==> config.mk <==
export PLATFORM = sky130hd
export DESIGN_NAME = filtered_noise_wind_synth
export DESIGN_NICKNAME = d
export VERILOG_FILES = /design/src/hdl/fnws_pkg.sv /design/src/hdl/fnws_dmul.sv /design/src/hdl/fnws_noise.sv /design/src/hdl/fnws_seq.sv /design/src/hdl/filtered_noise_wind_synth.sv
export SDC_FILE = /design/constraint.sdc
export NUM_CORES = 2
export LEC_CHECK = 0
export BUFFER_PORTS_ARGS = -buffer_cell sky130_fd_sc_hd__buf_2
export CAP_MARGIN = 20
export CELL_PAD_IN_SITES_DETAIL_PLACEMENT = 1
export CELL_PAD_IN_SITES_GLOBAL_PLACEMENT = 1
export CORE_AREA = 2 2 350 352
export DETAILED_ROUTE_END_ITERATION = 8
export DIE_AREA = 0 0 352 354
export HOLD_SLACK_MARGIN = 0.02
export PLACE_DENSITY_LB_ADDON = 0.1
export SYNTH_ARGS = -nofsm -noshare
export SYNTH_HDL_FRONTEND = slang
export SYNTH_HIERARCHICAL = 1
export SYNTH_SLANG_ARGS = --single-unit
==> constraint.sdc <==
create_clock -name i_clk -period 8 [get_ports i_clk]
set_input_delay 1.2 -clock i_clk [delete_from_list [all_inputs] [get_ports i_clk]]
set_output_delay 1.2 -clock i_clk [all_outputs]
set_load 0.01 [all_outputs]
==> src/hdl/fnws_pkg.sv <==
// Shared types, constants and state codes for the filtered-noise wind synth.
// No dependencies; imported by every other file of the block.
`timescale 1ns / 1ps

package fnws_pkg;

    // Digit-serial multiplier geometry
    localparam int DIG_W      = 4;
    localparam int MUL_A_W    = 32;
    localparam int MUL_B_W    = 32;
    localparam int MUL_DIGITS = MUL_B_W / DIG_W;
    localparam int DCNT_W     = $clog2(MUL_DIGITS);
    localparam int PROD_W     = MUL_A_W + MUL_B_W;

    // Field and state widths
    localparam int TGT_W    = 16;
    localparam int SAMPLE_W = 16;
    localparam int NOISE_W  = 24;
    localparam int LVL_W    = 32;
    localparam int SEED_W   = 32;

    typedef logic [DCNT_W-1:0] t_dig;

    // Configuration register indexes
    localparam int CFG_IDX_W = 1;
    localparam logic [CFG_IDX_W-1:0] CFG_WIND_TARGET   = 1'd0;
    localparam logic [CFG_IDX_W-1:0] CFG_RUMBLE_TARGET = 1'd1;

    localparam logic [SEED_W-1:0] SEED_RESET = 32'h9e37_79b9;
    localparam logic [TGT_W-1:0]  UNITY_Q15  = 16'd32768;

    // Coefficients (multiplier side) and the index of their top nonzero digit
    localparam logic [MUL_B_W-1:0] K_SMOOTH    = 32'd2576980;  // 0.0006, Q0.32
    localparam logic [MUL_B_W-1:0] K_MID       = 32'd3932;     // 0.06,   Q0.16
    localparam logic [MUL_B_W-1:0] K_FAST      = 32'd26214;    // 0.40
    localparam logic [MUL_B_W-1:0] K_SLOW      = 32'd786;      // 0.012
    localparam logic [MUL_B_W-1:0] K_MIX_A     = 32'd42598;    // 0.65
    localparam logic [MUL_B_W-1:0] K_MIX_B     = 32'd22938;    // 0.35
    localparam logic [MUL_B_W-1:0] WIND_GAIN   = 32'd27000;
    localparam logic [MUL_B_W-1:0] RUMBLE_GAIN = 32'd120000;   // 4 * 30000

    localparam t_dig LAST_SMOOTH = 3'd5;
    localparam t_dig LAST_MID    = 3'd2;
    localparam t_dig LAST_FAST   = 3'd3;
    localparam t_dig LAST_SLOW   = 3'd2;
    localparam t_dig LAST_MIX    = 3'd3;
    localparam t_dig LAST_FULL   = t_dig'(MUL_DIGITS - 1);
    localparam t_dig LAST_WGAIN  = 3'd3;
    localparam t_dig LAST_RGAIN  = 3'd4;

    // Multiplier request / response
    typedef struct packed {
        logic                      start;
        logic signed [MUL_A_W-1:0] a;
        logic [MUL_B_W-1:0]        b;
        t_dig                      last;
    } t_mul_req;

    typedef struct packed {
        logic                     done;
        logic signed [PROD_W-1:0] product;
    } t_mul_rsp;

    // Sequencer status toward the top level
    typedef struct packed {
        logic                       idle;
        logic                       res_valid;
        logic signed [SAMPLE_W-1:0] sample;
    } t_seq_stat;

    typedef enum logic [3:0] {
        ST_IDLE,
        ST_WSM,
        ST_RSM,
        ST_MID,
        ST_FAST,
        ST_SLOW,
        ST_MIXA,
        ST_MIXB,
        ST_SQ,
        ST_WIND,
        ST_RUMB,
        ST_WGAIN,
        ST_RGAIN,
        ST_HOLD
    } t_state;

endpackage

==> src/hdl/fnws_dmul.sv <==
// Digit-serial signed x unsigned multiplier, DIG_W multiplier bits per cycle.
// Depends on fnws_pkg.
`timescale 1ns / 1ps

module fnws_dmul import fnws_pkg::*; (
    input  logic     i_clk,
    input  logic     i_rst_n,
    input  t_mul_req i_req,
    output t_mul_rsp o_rsp
);

    localparam int HI_W  = MUL_A_W + DIG_W;
    localparam int SUM_W = HI_W + 1;
    localparam int SH_W  = $clog2(PROD_W);

    logic signed [MUL_A_W-1:0] r_a;
    logic [MUL_B_W-1:0]        r_b;
    logic signed [HI_W-1:0]    r_hi;
    logic [MUL_B_W-1:0]        r_lo;
    t_dig                      r_cnt;
    t_dig                      r_last;
    logic                      r_busy;
    logic                      r_done;

    logic signed [SUM_W-1:0]  w_pp;
    logic signed [SUM_W-1:0]  w_sum;
    logic signed [PROD_W-1:0] w_full;
    logic [SH_W-1:0]          w_shamt;

    // partial product of one digit, added to the running upper half
    assign w_pp  = r_a * $signed({1'b0, r_b[DIG_W-1:0]});
    assign w_sum = {r_hi[HI_W-1], r_hi} + w_pp;

    always_ff @(posedge i_clk) begin
        if (!i_rst_n) begin
            r_busy <= 1'b0;
            r_done <= 1'b0;
        end else begin
            r_done <= 1'b0;
            if (i_req.start) begin
                r_busy <= 1'b1;
            end else if (r_busy && r_cnt == '0) begin
                r_busy <= 1'b0;
                r_done <= 1'b1;
            end
        end
    end

    always_ff @(posedge i_clk) begin
        if (i_req.start) begin
            r_a    <= i_req.a;
            r_b    <= i_req.b;
            r_hi   <= '0;
            r_lo   <= '0;
            r_cnt  <= i_req.last;
            r_last <= i_req.last;
        end else if (r_busy) begin
            r_hi  <= {{(DIG_W-1){w_sum[SUM_W-1]}}, w_sum[SUM_W-1:DIG_W]};
            r_lo  <= {w_sum[DIG_W-1:0], r_lo[MUL_B_W-1:DIG_W]};
            r_b   <= r_b >> DIG_W;
            r_cnt <= r_cnt - 1'b1;
        end
    end

    // fewer digits leave the low product bits higher up in r_lo
    assign w_full  = {r_hi[MUL_A_W-1:0], r_lo};
    assign w_shamt = SH_W'((MUL_DIGITS - 1 - int'(r_last)) * DIG_W);

    assign o_rsp.done    = r_done;
    assign o_rsp.product = w_full >>> w_shamt;

endmodule

==> src/hdl/fnws_noise.sv <==
// xorshift32 noise source (13, 17, 5); steps once per sample.
// Depends on fnws_pkg.
`timescale 1ns / 1ps

module fnws_noise import fnws_pkg::*; (
    input  logic                      i_clk,
    input  logic                      i_rst_n,
    input  logic                      i_step,
    output logic signed [NOISE_W-1:0] o_white
);

    logic [SEED_W-1:0] r_seed;
    logic [SEED_W-1:0] w_x1;
    logic [SEED_W-1:0] w_x2;
    logic [SEED_W-1:0] n_seed;

    assign w_x1   = r_seed ^ (r_seed << 13);
    assign w_x2   = w_x1 ^ (w_x1 >> 17);
    assign n_seed = w_x2 ^ (w_x2 << 5);

    always_ff @(posedge i_clk) begin
        if (!i_rst_n) begin
            r_seed <= SEED_RESET;
        end else if (i_step) begin
            r_seed <= n_seed;
        end
    end

    // low 16 bits minus 32768 is the same word with its top bit flipped;
    // sign-extended into Q1.22
    assign o_white = {{2{~r_seed[15]}}, r_seed[14:0], 7'b0};

endmodule

==> src/hdl/fnws_seq.sv <==
// Per-sample sequencer: smoothers, three one-pole filters, mix, gains, saturation.
// Depends on fnws_pkg; drives fnws_dmul and steps fnws_noise.
`timescale 1ns / 1ps

module fnws_seq import fnws_pkg::*; (
    input  logic                      i_clk,
    input  logic                      i_rst_n,
    input  logic                      i_go,
    input  logic                      i_take,
    input  logic [TGT_W-1:0]          i_wind_tgt,
    input  logic [TGT_W-1:0]          i_rumb_tgt,
    input  logic signed [NOISE_W-1:0] i_white,
    output logic                      o_step,
    output t_mul_req                  o_mul_req,
    input  t_mul_rsp                  i_mul_rsp,
    output t_seq_stat                 o_stat
);

    localparam int ACC_W  = 41;
    localparam int MIX_W  = 25;
    localparam int SQ_W   = 31;
    localparam int DIFF_W = NOISE_W + 1;
    localparam int OUT_SH = 22;
    localparam logic signed [PROD_W-1:0] TRUNC_BIAS = PROD_W'((64'sd1 <<< OUT_SH) - 1);
    localparam logic signed [PROD_W-1:0] SAT_MAX    = 64'sd32767;
    localparam logic signed [PROD_W-1:0] SAT_MIN    = -64'sd32768;

    // round to nearest, ties toward +inf
    function automatic logic signed [PROD_W-1:0] rnd(
        input logic signed [PROD_W-1:0] v,
        input int unsigned              s
    );
        return (v + $signed(PROD_W'(1) << (s - 1))) >>> s;
    endfunction

    t_state                     r_state, n_state;
    logic                       r_wait, n_wait;
    logic signed [LVL_W-1:0]    r_wind_lvl, n_wind_lvl;
    logic signed [LVL_W-1:0]    r_rumb_lvl, n_rumb_lvl;
    logic signed [NOISE_W-1:0]  r_mid, n_mid;
    logic signed [NOISE_W-1:0]  r_fast, n_fast;
    logic signed [NOISE_W-1:0]  r_slow, n_slow;
    logic signed [ACC_W-1:0]    r_acc, n_acc;
    logic signed [MIX_W-1:0]    r_mix, n_mix;
    logic [SQ_W-1:0]            r_sq, n_sq;
    logic signed [MIX_W-1:0]    r_wind, n_wind;
    logic signed [MIX_W-1:0]    r_rumb, n_rumb;
    logic signed [SAMPLE_W-1:0] r_sample, n_sample;

    t_mul_req                   w_req;
    logic                       w_adv;
    logic signed [PROD_W-1:0]   w_p;
    logic signed [PROD_W-1:0]   w_acc_ext;
    logic signed [PROD_W-1:0]   w_total;
    logic signed [PROD_W-1:0]   w_trunc;
    logic [TGT_W-1:0]           w_tw, w_tr;
    logic signed [DIFF_W-1:0]   w_d_mid, w_d_fast, w_d_slow;

    assign w_p       = i_mul_rsp.product;
    assign w_adv     = r_wait && i_mul_rsp.done;
    assign w_acc_ext = {{(PROD_W-ACC_W){r_acc[ACC_W-1]}}, r_acc};

    // targets above unity count as unity
    assign w_tw = (i_wind_tgt > UNITY_Q15) ? UNITY_Q15 : i_wind_tgt;
    assign w_tr = (i_rumb_tgt > UNITY_Q15) ? UNITY_Q15 : i_rumb_tgt;

    assign w_d_mid  = {i_white[NOISE_W-1], i_white} - {r_mid[NOISE_W-1], r_mid};
    assign w_d_fast = {i_white[NOISE_W-1], i_white} - {r_fast[NOISE_W-1], r_fast};
    assign w_d_slow = {i_white[NOISE_W-1], i_white} - {r_slow[NOISE_W-1], r_slow};

    // output: truncate toward zero, then saturate
    assign w_total = w_acc_ext + w_p;
    assign w_trunc = w_total[PROD_W-1] ? ((w_total + TRUNC_BIAS) >>> OUT_SH)
                                       : (w_total >>> OUT_SH);

    always_ff @(posedge i_clk) begin
        if (!i_rst_n) begin
            r_state    <= ST_IDLE;
            r_wait     <= 1'b0;
            r_wind_lvl <= '0;
            r_rumb_lvl <= '0;
            r_mid      <= '0;
            r_fast     <= '0;
            r_slow     <= '0;
        end else begin
            r_state    <= n_state;
            r_wait     <= n_wait;
            r_wind_lvl <= n_wind_lvl;
            r_rumb_lvl <= n_rumb_lvl;
            r_mid      <= n_mid;
            r_fast     <= n_fast;
            r_slow     <= n_slow;
        end
    end

    always_ff @(posedge i_clk) begin
        r_acc    <= n_acc;
        r_mix    <= n_mix;
        r_sq     <= n_sq;
        r_wind   <= n_wind;
        r_rumb   <= n_rumb;
        r_sample <= n_sample;
    end

    always_comb begin
        n_state    = r_state;
        n_wind_lvl = r_wind_lvl;
        n_rumb_lvl = r_rumb_lvl;
        n_mid      = r_mid;
        n_fast     = r_fast;
        n_slow     = r_slow;
        n_acc      = r_acc;
        n_mix      = r_mix;
        n_sq       = r_sq;
        n_wind     = r_wind;
        n_rumb     = r_rumb;
        n_sample   = r_sample;
        w_req      = '0;

        unique case (r_state)
            ST_IDLE: begin
                if (i_go) n_state = ST_WSM;
            end
            ST_WSM: begin
                w_req.a    = $signed({1'b0, w_tw, 15'b0}) - r_wind_lvl;
                w_req.b    = K_SMOOTH;
                w_req.last = LAST_SMOOTH;
                if (w_adv) begin
                    n_wind_lvl = r_wind_lvl + LVL_W'(rnd(w_p, 32));
                    n_state    = ST_RSM;
                end
            end
            ST_RSM: begin
                w_req.a    = $signed({1'b0, w_tr, 15'b0}) - r_rumb_lvl;
                w_req.b    = K_SMOOTH;
                w_req.last = LAST_SMOOTH;
                if (w_adv) begin
                    n_rumb_lvl = r_rumb_lvl + LVL_W'(rnd(w_p, 32));
                    n_state    = ST_MID;
                end
            end
            ST_MID: begin
                w_req.a    = {{(MUL_A_W-DIFF_W){w_d_mid[DIFF_W-1]}}, w_d_mid};
                w_req.b    = K_MID;
                w_req.last = LAST_MID;
                if (w_adv) begin
                    n_mid   = r_mid + NOISE_W'(rnd(w_p, 16));
                    n_state = ST_FAST;
                end
            end
            ST_FAST: begin
                w_req.a    = {{(MUL_A_W-DIFF_W){w_d_fast[DIFF_W-1]}}, w_d_fast};
                w_req.b    = K_FAST;
                w_req.last = LAST_FAST;
                if (w_adv) begin
                    n_fast  = r_fast + NOISE_W'(rnd(w_p, 16));
                    n_state = ST_SLOW;
                end
            end
            ST_SLOW: begin
                w_req.a    = {{(MUL_A_W-DIFF_W){w_d_slow[DIFF_W-1]}}, w_d_slow};
                w_req.b    = K_SLOW;
                w_req.last = LAST_SLOW;
                if (w_adv) begin
                    n_slow  = r_slow + NOISE_W'(rnd(w_p, 16));
                    n_state = ST_MIXA;
                end
            end
            ST_MIXA: begin
                w_req.a    = {{(MUL_A_W-NOISE_W){r_mid[NOISE_W-1]}}, r_mid};
                w_req.b    = K_MIX_A;
                w_req.last = LAST_MIX;
                if (w_adv) begin
                    n_acc   = ACC_W'(w_p);
                    n_state = ST_MIXB;
                end
            end
            ST_MIXB: begin
                w_req.a    = {{(MUL_A_W-NOISE_W){r_fast[NOISE_W-1]}}, r_fast};
                w_req.b    = K_MIX_B;
                w_req.last = LAST_MIX;
                if (w_adv) begin
                    n_mix   = MIX_W'(rnd(w_acc_ext + w_p, 16));
                    n_state = ST_SQ;
                end
            end
            ST_SQ: begin
                w_req.a    = r_wind_lvl;
                w_req.b    = r_wind_lvl;
                w_req.last = LAST_FULL;
                if (w_adv) begin
                    n_sq    = SQ_W'(rnd(w_p, 30));
                    n_state = ST_WIND;
                end
            end
            ST_WIND: begin
                w_req.a    = {{(MUL_A_W-MIX_W){r_mix[MIX_W-1]}}, r_mix};
                w_req.b    = {1'b0, r_sq};
                w_req.last = LAST_FULL;
                if (w_adv) begin
                    n_wind  = MIX_W'(rnd(w_p, 30));
                    n_state = ST_RUMB;
                end
            end
            ST_RUMB: begin
                w_req.a    = {{(MUL_A_W-NOISE_W){r_slow[NOISE_W-1]}}, r_slow};
                w_req.b    = r_rumb_lvl;
                w_req.last = LAST_FULL;
                if (w_adv) begin
                    n_rumb  = MIX_W'(rnd(w_p, 30));
                    n_state = ST_WGAIN;
                end
            end
            ST_WGAIN: begin
                w_req.a    = {{(MUL_A_W-MIX_W){r_wind[MIX_W-1]}}, r_wind};
                w_req.b    = WIND_GAIN;
                w_req.last = LAST_WGAIN;
                if (w_adv) begin
                    n_acc   = ACC_W'(w_p);
                    n_state = ST_RGAIN;
                end
            end
            ST_RGAIN: begin
                w_req.a    = {{(MUL_A_W-MIX_W){r_rumb[MIX_W-1]}}, r_rumb};
                w_req.b    = RUMBLE_GAIN;
                w_req.last = LAST_RGAIN;
                if (w_adv) begin
                    if (w_trunc > SAT_MAX) begin
                        n_sample = SAMPLE_W'(SAT_MAX);
                    end else if (w_trunc < SAT_MIN) begin
                        n_sample = SAMPLE_W'(SAT_MIN);
                    end else begin
                        n_sample = SAMPLE_W'(w_trunc);
                    end
                    n_state = ST_HOLD;
                end
            end
            ST_HOLD: begin
                if (i_take) n_state = ST_IDLE;
            end
            default: n_state = ST_IDLE;
        endcase

        // launch the multiply once on entry to each arithmetic state
        w_req.start = !r_wait && (r_state != ST_IDLE) && (r_state != ST_HOLD);
        n_wait = r_wait;
        if (w_req.start) begin
            n_wait = 1'b1;
        end else if (w_adv) begin
            n_wait = 1'b0;
        end
    end

    assign o_step           = i_go && (r_state == ST_IDLE);
    assign o_mul_req        = w_req;
    assign o_stat.idle      = (r_state == ST_IDLE);
    assign o_stat.res_valid = (r_state == ST_HOLD);
    assign o_stat.sample    = r_sample;

endmodule

==> src/hdl/filtered_noise_wind_synth.sv <==
// Top level of the filtered-noise wind synth: ports, config registers, output register.
// Depends on fnws_pkg, fnws_dmul, fnws_noise, fnws_seq.
`timescale 1ns / 1ps

// Wind and rumble synthesizer, one signed 16-bit sample per request word.
// Each accepted word steps a xorshift32 noise source, moves the wind and
// rumble level smoothers toward their targets (Q1.15, values above 1.0 are
// clamped), runs three one-pole lowpass filters over the noise, and forms
//   wind + rumble = (0.65*mid + 0.35*fast) * wind_lvl^2 * 27000
//                 + slow * 4 * rumble_lvl * 30000,
// truncated toward zero and saturated to 16 bits. end_of_block is carried
// through to last_of_block of the same sample.
// Timing: all twelve products go through one shared multiplier that takes
// 4 multiplier bits per cycle, one product after another.
// One word is worked on at a time; o_in_stall is high from acceptance until
// the sample has moved into the output register, so a new word is taken
// while a finished sample still waits on a stalled output.
// Config writes (wind_target = index 0, rumble_target = index 1) take effect
// for the next accepted word and are only to be made while the block is idle.

module filtered_noise_wind_synth import fnws_pkg::*; (
    input  logic                       i_clk,
    input  logic                       i_rst_n,
    // config
    input  logic                       i_cfg_we,
    input  logic [CFG_IDX_W-1:0]       i_cfg_index,
    input  logic [TGT_W-1:0]           i_cfg_data,
    // request words
    input  logic                       i_in_valid,
    output logic                       o_in_stall,
    input  logic                       i_end_of_block,
    // sample words
    output logic                       o_out_valid,
    input  logic                       i_out_stall,
    output logic signed [SAMPLE_W-1:0] o_sample,
    output logic                       o_last_of_block
);

    logic [TGT_W-1:0]           r_wind_tgt;
    logic [TGT_W-1:0]           r_rumb_tgt;
    logic                       r_eob;
    logic                       r_out_valid;
    logic signed [SAMPLE_W-1:0] r_out_sample;
    logic                       r_out_last;

    logic                       w_go;
    logic                       w_take;
    logic                       w_step;
    logic signed [NOISE_W-1:0]  w_white;
    t_mul_req                   w_mul_req;
    t_mul_rsp                   w_mul_rsp;
    t_seq_stat                  w_stat;

    // config registers
    always_ff @(posedge i_clk) begin
        if (!i_rst_n) begin
            r_wind_tgt <= '0;
            r_rumb_tgt <= '0;
        end else if (i_cfg_we) begin
            unique case (i_cfg_index)
                CFG_WIND_TARGET:   r_wind_tgt <= i_cfg_data;
                CFG_RUMBLE_TARGET: r_rumb_tgt <= i_cfg_data;
                default: ;
            endcase
        end
    end

    // input side: one word in flight
    assign o_in_stall = !w_stat.idle;
    assign w_go       = i_in_valid && w_stat.idle;

    always_ff @(posedge i_clk) begin
        if (w_go) r_eob <= i_end_of_block;
    end

    // output register; the finished sample moves in once it is free or drained
    assign w_take = w_stat.res_valid && (!r_out_valid || !i_out_stall);

    always_ff @(posedge i_clk) begin
        if (!i_rst_n) begin
            r_out_valid <= 1'b0;
        end else if (w_take) begin
            r_out_valid <= 1'b1;
        end else if (!i_out_stall) begin
            r_out_valid <= 1'b0;
        end
    end

    always_ff @(posedge i_clk) begin
        if (w_take) begin
            r_out_sample <= w_stat.sample;
            r_out_last   <= r_eob;
        end
    end

    assign o_out_valid     = r_out_valid;
    assign o_sample        = r_out_sample;
    assign o_last_of_block = r_out_last;

    fnws_noise u_noise (
        .i_clk   (i_clk),
        .i_rst_n (i_rst_n),
        .i_step  (w_step),
        .o_white (w_white)
    );

    fnws_dmul u_dmul (
        .i_clk   (i_clk),
        .i_rst_n (i_rst_n),
        .i_req   (w_mul_req),
        .o_rsp   (w_mul_rsp)
    );

    fnws_seq u_seq (
        .i_clk      (i_clk),
        .i_rst_n    (i_rst_n),
        .i_go       (w_go),
        .i_take     (w_take),
        .i_wind_tgt (r_wind_tgt),
        .i_rumb_tgt (r_rumb_tgt),
        .i_white    (w_white),
        .o_step     (w_step),
        .o_mul_req  (w_mul_req),
        .i_mul_rsp  (w_mul_rsp),
        .o_stat     (w_stat)
    );

endmodule

---- After elaboration in Yosys (flattened, before gate mapping) ----
Cells that the tools add are included.
storage, ports and cells
  bits in read-only memories .............. 0
  bits in registers ....................... 524
  RAM bits ................................ 0
  bits in latches ......................... 0
  input bits .............................. 23
  memories kept ........................... 0
cells by class
  bitwise logic cells ..................... 6
  shift operators ......................... 1
  reduce and logical (&&, ||, !) cells .... 34
  multipliers ............................. 1
  order comparisons ....................... 4
  muxes and demuxes ....................... 31
  add/subtract/negate cells ............... 19
  equal/unequal tests ..................... 29
  divide/modulo/power cells ............... 0
operators by type and width
  cell                    number
  $pmux 67 s12            1
  $sub 23x24->25          3
  $add 24x24->24          3
  $add 32x32->32          2
  $add 41x64->64          1
  $add 64x23->64 const B  1
  $add 64x33->64 const B  1
  $gt 64x16->1 const B    1
  $lt 64x16->1 const B    1
  $mux 32                 2
  $mux 64                 1
  $sshr 64x6->64          1
  $sub 32x32->32          2
  $xor 32x32->32          2
  $add 61x31->61 const B  1
  $mux 4                  14
  $pmux 4 s14             1
  $mux 16                 3
  $add 41x17->41 const B  1
  $add 40x17->40 const B  1
  $add 37x37->37          1
  $mul 32x5->37           1
  $gt 16x16->1 const B    2
  $xor 32x15->32          1
  other kinds (21)        77

---- Logic depth before layout (Yosys ltp) ----
  word-level depth ........................ 7
  depth in mapped cells ................... 31

---- Modules after synthesis ----
The synthesis kept the hierarchy.
by module, submodules not included
  module                     sequential area each (µm²)  area each (µm²)  cells each  times used
  fnws_seq                   7,717.4                     31,702.9         3,966       1
  fnws_dmul                  3,443.3                     12,450.7         1,388       1
  fnws_noise                 640.6                       2,098.3          233         1
  filtered_noise_wind_synth  1,201.2                     1,830.5          147         1

---- Worst setup path before layout ----
No wires, ideal clock.
  path type ............................... register to register
  from .................................... register u_dmul.r_last[1]
  to ...................................... register u_seq.r_rumb_lvl[31]
  path buffers ............................ 4
  data arrival time ....................... 6.166 ns
  data required time ...................... 7.924 ns
  slack ................................... 1.759 ns
  stages on the path, launching flop included .. 26
  cells stage by stage .................... edfxtp_1 clkbuf_1 clkbuf_1 buf_1 nand2_1 o21ai_0 mux2i_1 o21ai_0 ha_1 and3_1 clkbuf_1 nand3_1 nor3_1 xor2_1 ha_1 or3_1 or3_1 o21ba_2 a21oi_1 a211oi_1 o31ai_1 o21ai_0 o41ai_1 o2111ai_1 a31o_2 a21boi_0
RTL lines
  element                 RTL line         RTL
  start, declared         fnws_dmul.sv:21  t_dig r_last;
  start signal, assigned  fnws_dmul.sv:56  r_last <= i_req.last;
  end signal, assigned    fnws_seq.sv:89   r_rumb_lvl <= n_rumb_lvl;
  end, declared           fnws_seq.sv:39   logic signed [LVL_W-1:0] r_rumb_lvl, n_rumb_lvl;

==> flow_summary_export.csv <==
group,metric,value,unit
synthesis,async_flop_share,0,%
synthesis,synth-edff-count,251,
timing,finalCritPeriodShare,90.5,%
floorplan,fp.dieW,352,um
timing,period_minus_slack,7.24,ns
cts,cts_tree,"yes",
worst_setup_path,crit_required,8.47,ns
floorplan,row_count,128,
cts,numCtsBuffers,70,
detailed_routing,vias,43200,
layout,fin_cells,7384,
floorplan,initial_utilization,39.8,%
timing,report.final.slew_viol_count,0,
worst_setup_path,setup.worst_path.start_class,"flip-flop",
floorplan,dieArea,0.125,mm2
grt,grt-ovfl-total,0,
layout,final_core_util,43.5,%
layout,syn2layout_area_growth,9.29,%
timing,rsz0062_at_grt,"false",
synthesis,ys_warn_count,6,
floorplan,pin_count,42,
worst_setup_path,reg2regPathDepth,21,
timing,final.setup.tns,0,ns
worst_setup_path,reg2reg_to,"u_seq/r_sample[1]",
detailed_routing,wl,186,mm
grt,grt_util_all_layers,29.2,%
worst_setup_path,rr_startpoint,"u_dmul/r_last[0]",
cts,clkLatencyLatePin,0.66,ns
timing,setup_viol,0,
timing,max_freq,138,MHz
place,portBuffers,41,
synthesis,ys_seq_area_share,27.0,%
outcome,outcome,"finished clean",
worst_setup_path,cpMaxStageDelayCell,"buf_4",
worst_setup_path,crit_family,"simple AND/OR/NAND/NOR gates",
cts,postCtsHoldBufs,0,
timing,hold_violations,0,
timing,max_slew_margin,20.2,%
layout,drive_gt1_share,7.92,%
floorplan,design.core.area,0.121,mm2
worst_setup_path,crit_type,"reg -> reg",
pwr,p_per_area,307,mW/mm2
synthesis,ys_types,125,
synthesis,synth-main-ff-cell,"dfxtp_1",
detailed_routing,antenna_left,0,
synthesis,avgSynthCellArea,8.39,um2
grt,antenna_found_initial,11,
pwr,peakVddDrop,0.000212,V
synthesis,syn_area,0.0481,mm2
worst_setup_path,cp_max_fo,70,
detailed_routing,drt-initial-drc-count,3750,
detailed_routing,dr.pass1.iters,8,
cts,clock_sinks,524,
hold_path,hp-class,"reg -> reg",
detailed_routing,drc,0,
floorplan,die_h,354,um
worst_setup_path,critPathLaunch,"u_dmul/r_last[0]",
grt,grt_max_degree,88,
cts,ctsLongestPathBuffers,3,
place,hpwl,148,mm
pwr,p_leak,21.7,nW
worst_setup_path,cp.arrival,7.70,ns
worst_setup_path,critPathCaptureType,"flip-flop",
place,gp_congestion,0.928,
detailed_routing,vias_per_cell,5.85,
worst_setup_path,crit_path_max_incr_delay,0.61,ns
worst_setup_path,path_cells,"buf_4 > mux4_2 > nand2_1 > o21ai_0 > ha_1 > fa_1 > a21oi_1 > o211ai_4 > nand3_2 > a211o_1 > a211oi_1 > nor3_1 > and2_0 > and3_1 > and4_1 > and4_1 > nand4_1 > xnor2_1 > nor4_1 > a31oi_4 > o21ai_0",
pwr,total_power,16.1,mW
timing,skew,0.0334,ns
cts,clockRootBuffer,"clkbuf_16",
synthesis,ys_ff_latch,524,
cts,h-tree-depth,3,
worst_setup_path,path_buf_inv,1,
detailed_routing,wl_per_cell,25.2,um
worst_setup_path,crit_cells,21,
worst_setup_path,crit_path_end,"u_seq/r_sample[1]",
cts,clk_pin_slew_worst_paths,0.06,ns
synthesis,synth_cells,5734,
place,post-place-cells,7246,
grt,grt_pass1_vias,43500,
grt,grt_pass1_wl,279,mm
run,max-cap-violations,0,
layout,nets,6210,
worst_setup_path,rrSetupSlack,0.76,ns
timing,fin_hold_ws,0.421,ns
timing,worst_pin_slew,1.19,ns
cell usage after synthesis (50+ instances only):
cell | instances | area share (%)
nand2_1 | 662 | 5.2
a21boi_0 | 62 | 0.97
a21oi_1 | 306 | 3.2
o21bai_1 | 50 | 0.78
nor3_1 | 135 | 1.4
and3_1 | 81 | 1.1
edfxtp_1 | 251 | 16
dfxtp_1 | 273 | 11
mux2i_1 | 148 | 3.1
a21o_1 | 110 | 1.7
clkbuf_1 | 185 | 1.4
fa_1 | 106 | 4.4
and2_1 | 180 | 2.3
xor2_1 | 187 | 3.4
xnor2_1 | 267 | 4.9
nor2_1 | 345 | 2.7
nand3_1 | 156 | 1.6
inv_1 | 428 | 3.3
nor2b_1 | 81 | 1.1
nand4_1 | 65 | 0.85
o21ai_0 | 344 | 3.6
a22oi_1 | 57 | 0.89
nand2b_1 | 56 | 0.73
ha_1 | 381 | 9.9
per-layer routing:
layer  up-vias  global-route usage [%]  part of all wire, %
li1      20300                       -                    -
met1     21500                    39.4                   45
met2      1081                    46.8                   45
met3       257                    4.47                  6.1
met4         0                    11.9                  4.3
met5         -                       0                    0
power by group:
part,total (mW),internal (mW),switching [mW]
Sequential,3.51,3.16,0.349
Clock,3.34,1.96,1.37
Combinational,9.31,3.38,5.92
Total,16.1,8.50,7.65
placed cells by master (no fill, tap or decap), types with 35 or more instances in the layout:
cell type	instances
nand2b_1	56
xor2_1	187
xnor2_1	267
a211oi_1	40
a31oi_1	40
or3_1	38
a221oi_1	35
inv_1	427
a21boi_0	61
nand2_1	662
and2_1	180
nand3_1	156
a21oi_1	306
clkbuf_16	73
nor2_1	337
o21bai_1	50
o211ai_1	37
buf_4	117
a22oi_1	57
dfxtp_1	272
o21ai_0	340
nor2b_1	81
nor3_1	127
mux2_2	40
edfxtp_1	251
mux2i_1	148
a21o_1	110
fa_1	106
buf_2	43
and3_1	81
nand4_1	65
ha_1	381
worst reg2reg max path: stages, from the launching register on:
cell and delay [ns]:
edfxtp_1 0.35, buf_4 0.61, mux4_2 0.61, nand2_1 0.07, o21ai_0 0.12, ha_1 0.31
fa_1 0.45, a21oi_1 0.35, o211ai_4 0.17, nand3_2 0.18, a211o_1 0.26, a211oi_1 0.11
nor3_1 0.56, and2_0 0.37, and3_1 0.26, and4_1 0.36, and4_1 0.44, nand4_1 0.16
xnor2_1 0.18, nor4_1 0.50, a31oi_4 0.34, o21ai_0 0.27
cell type report:
cell class	instances	area [um2]
flip-flops and latches	524	13000
multi-input cells	4508	32300
repair buffers	166	1190
fillers	14400	68400
inverters	430	1610
clock inverters	40	464
diodes	1	2.50
clock buffers	90	1940
well taps	1625	2030
cells by family after synthesis:
kind of cell	count (synthesis)	share of synthesized area, %
AND/OR/NAND/NOR	1955	20.0
AO/OA/AOI/OAI	1399	19.5
buffers and inverters	708	6.01
flip-flops	524	27.0
adder cells (fa/ha/maj)	487	14.3
XOR/XNOR	463	8.62
multiplexers	197	4.42
other	1	0.00780
worst min path at each step:
| stage | start | endpoint | slack (ns) | depth (start not counted) |
|---|---|---|---|---|
| after floorplan | r_eob | o_last_of_block | 0.40 | 0 |
| after global placement | u_seq/r_sample[15] | o_sample[15] | 0.41 | 0 |
| after detailed placement | u_seq/r_sample[1] | o_sample[1] | 0.41 | 0 |
| after CTS | u_seq/r_sample[1] | o_sample[1] | 0.42 | 0 |
| after global routing | u_seq/r_sample[1] | o_sample[1] | 0.43 | 0 |
| final | u_seq/r_sample[1] | o_sample[1] | 0.42 | 0 |
through the flow:
| step | area [um2] | setup WS, ns |
|---|---|---|
| after global placement | 50000 | 0.793 |
| after detailed placement | 50000 | 0.600 |
| after floorplan | 48100 | 1.76 |
| after global routing | 52500 | 0.162 |
| after CTS | 52500 | 0.539 |
| final | 52500 | 0.764 |
registers in the layout, indices dropped and copies added, names as in the netlist, 31 cells and up:
signal / cells
u_seq/r_acc: 41
u_dmul/r_hi: 33
u_noise/r_seed: 32
u_dmul/r_a: 32
u_seq/r_rumb_lvl: 32
u_dmul/r_lo: 32
u_seq/r_sq: 31
u_seq/r_wind_lvl: 32
u_dmul/r_b: 32
what timing repair did:
item / CTS / global route
gates resized for setup: 0 / 1
buffers inserted: 0 / 2
endpoints found under the setup margin: 0 / 5
Power figures use the tool's default switching activity.
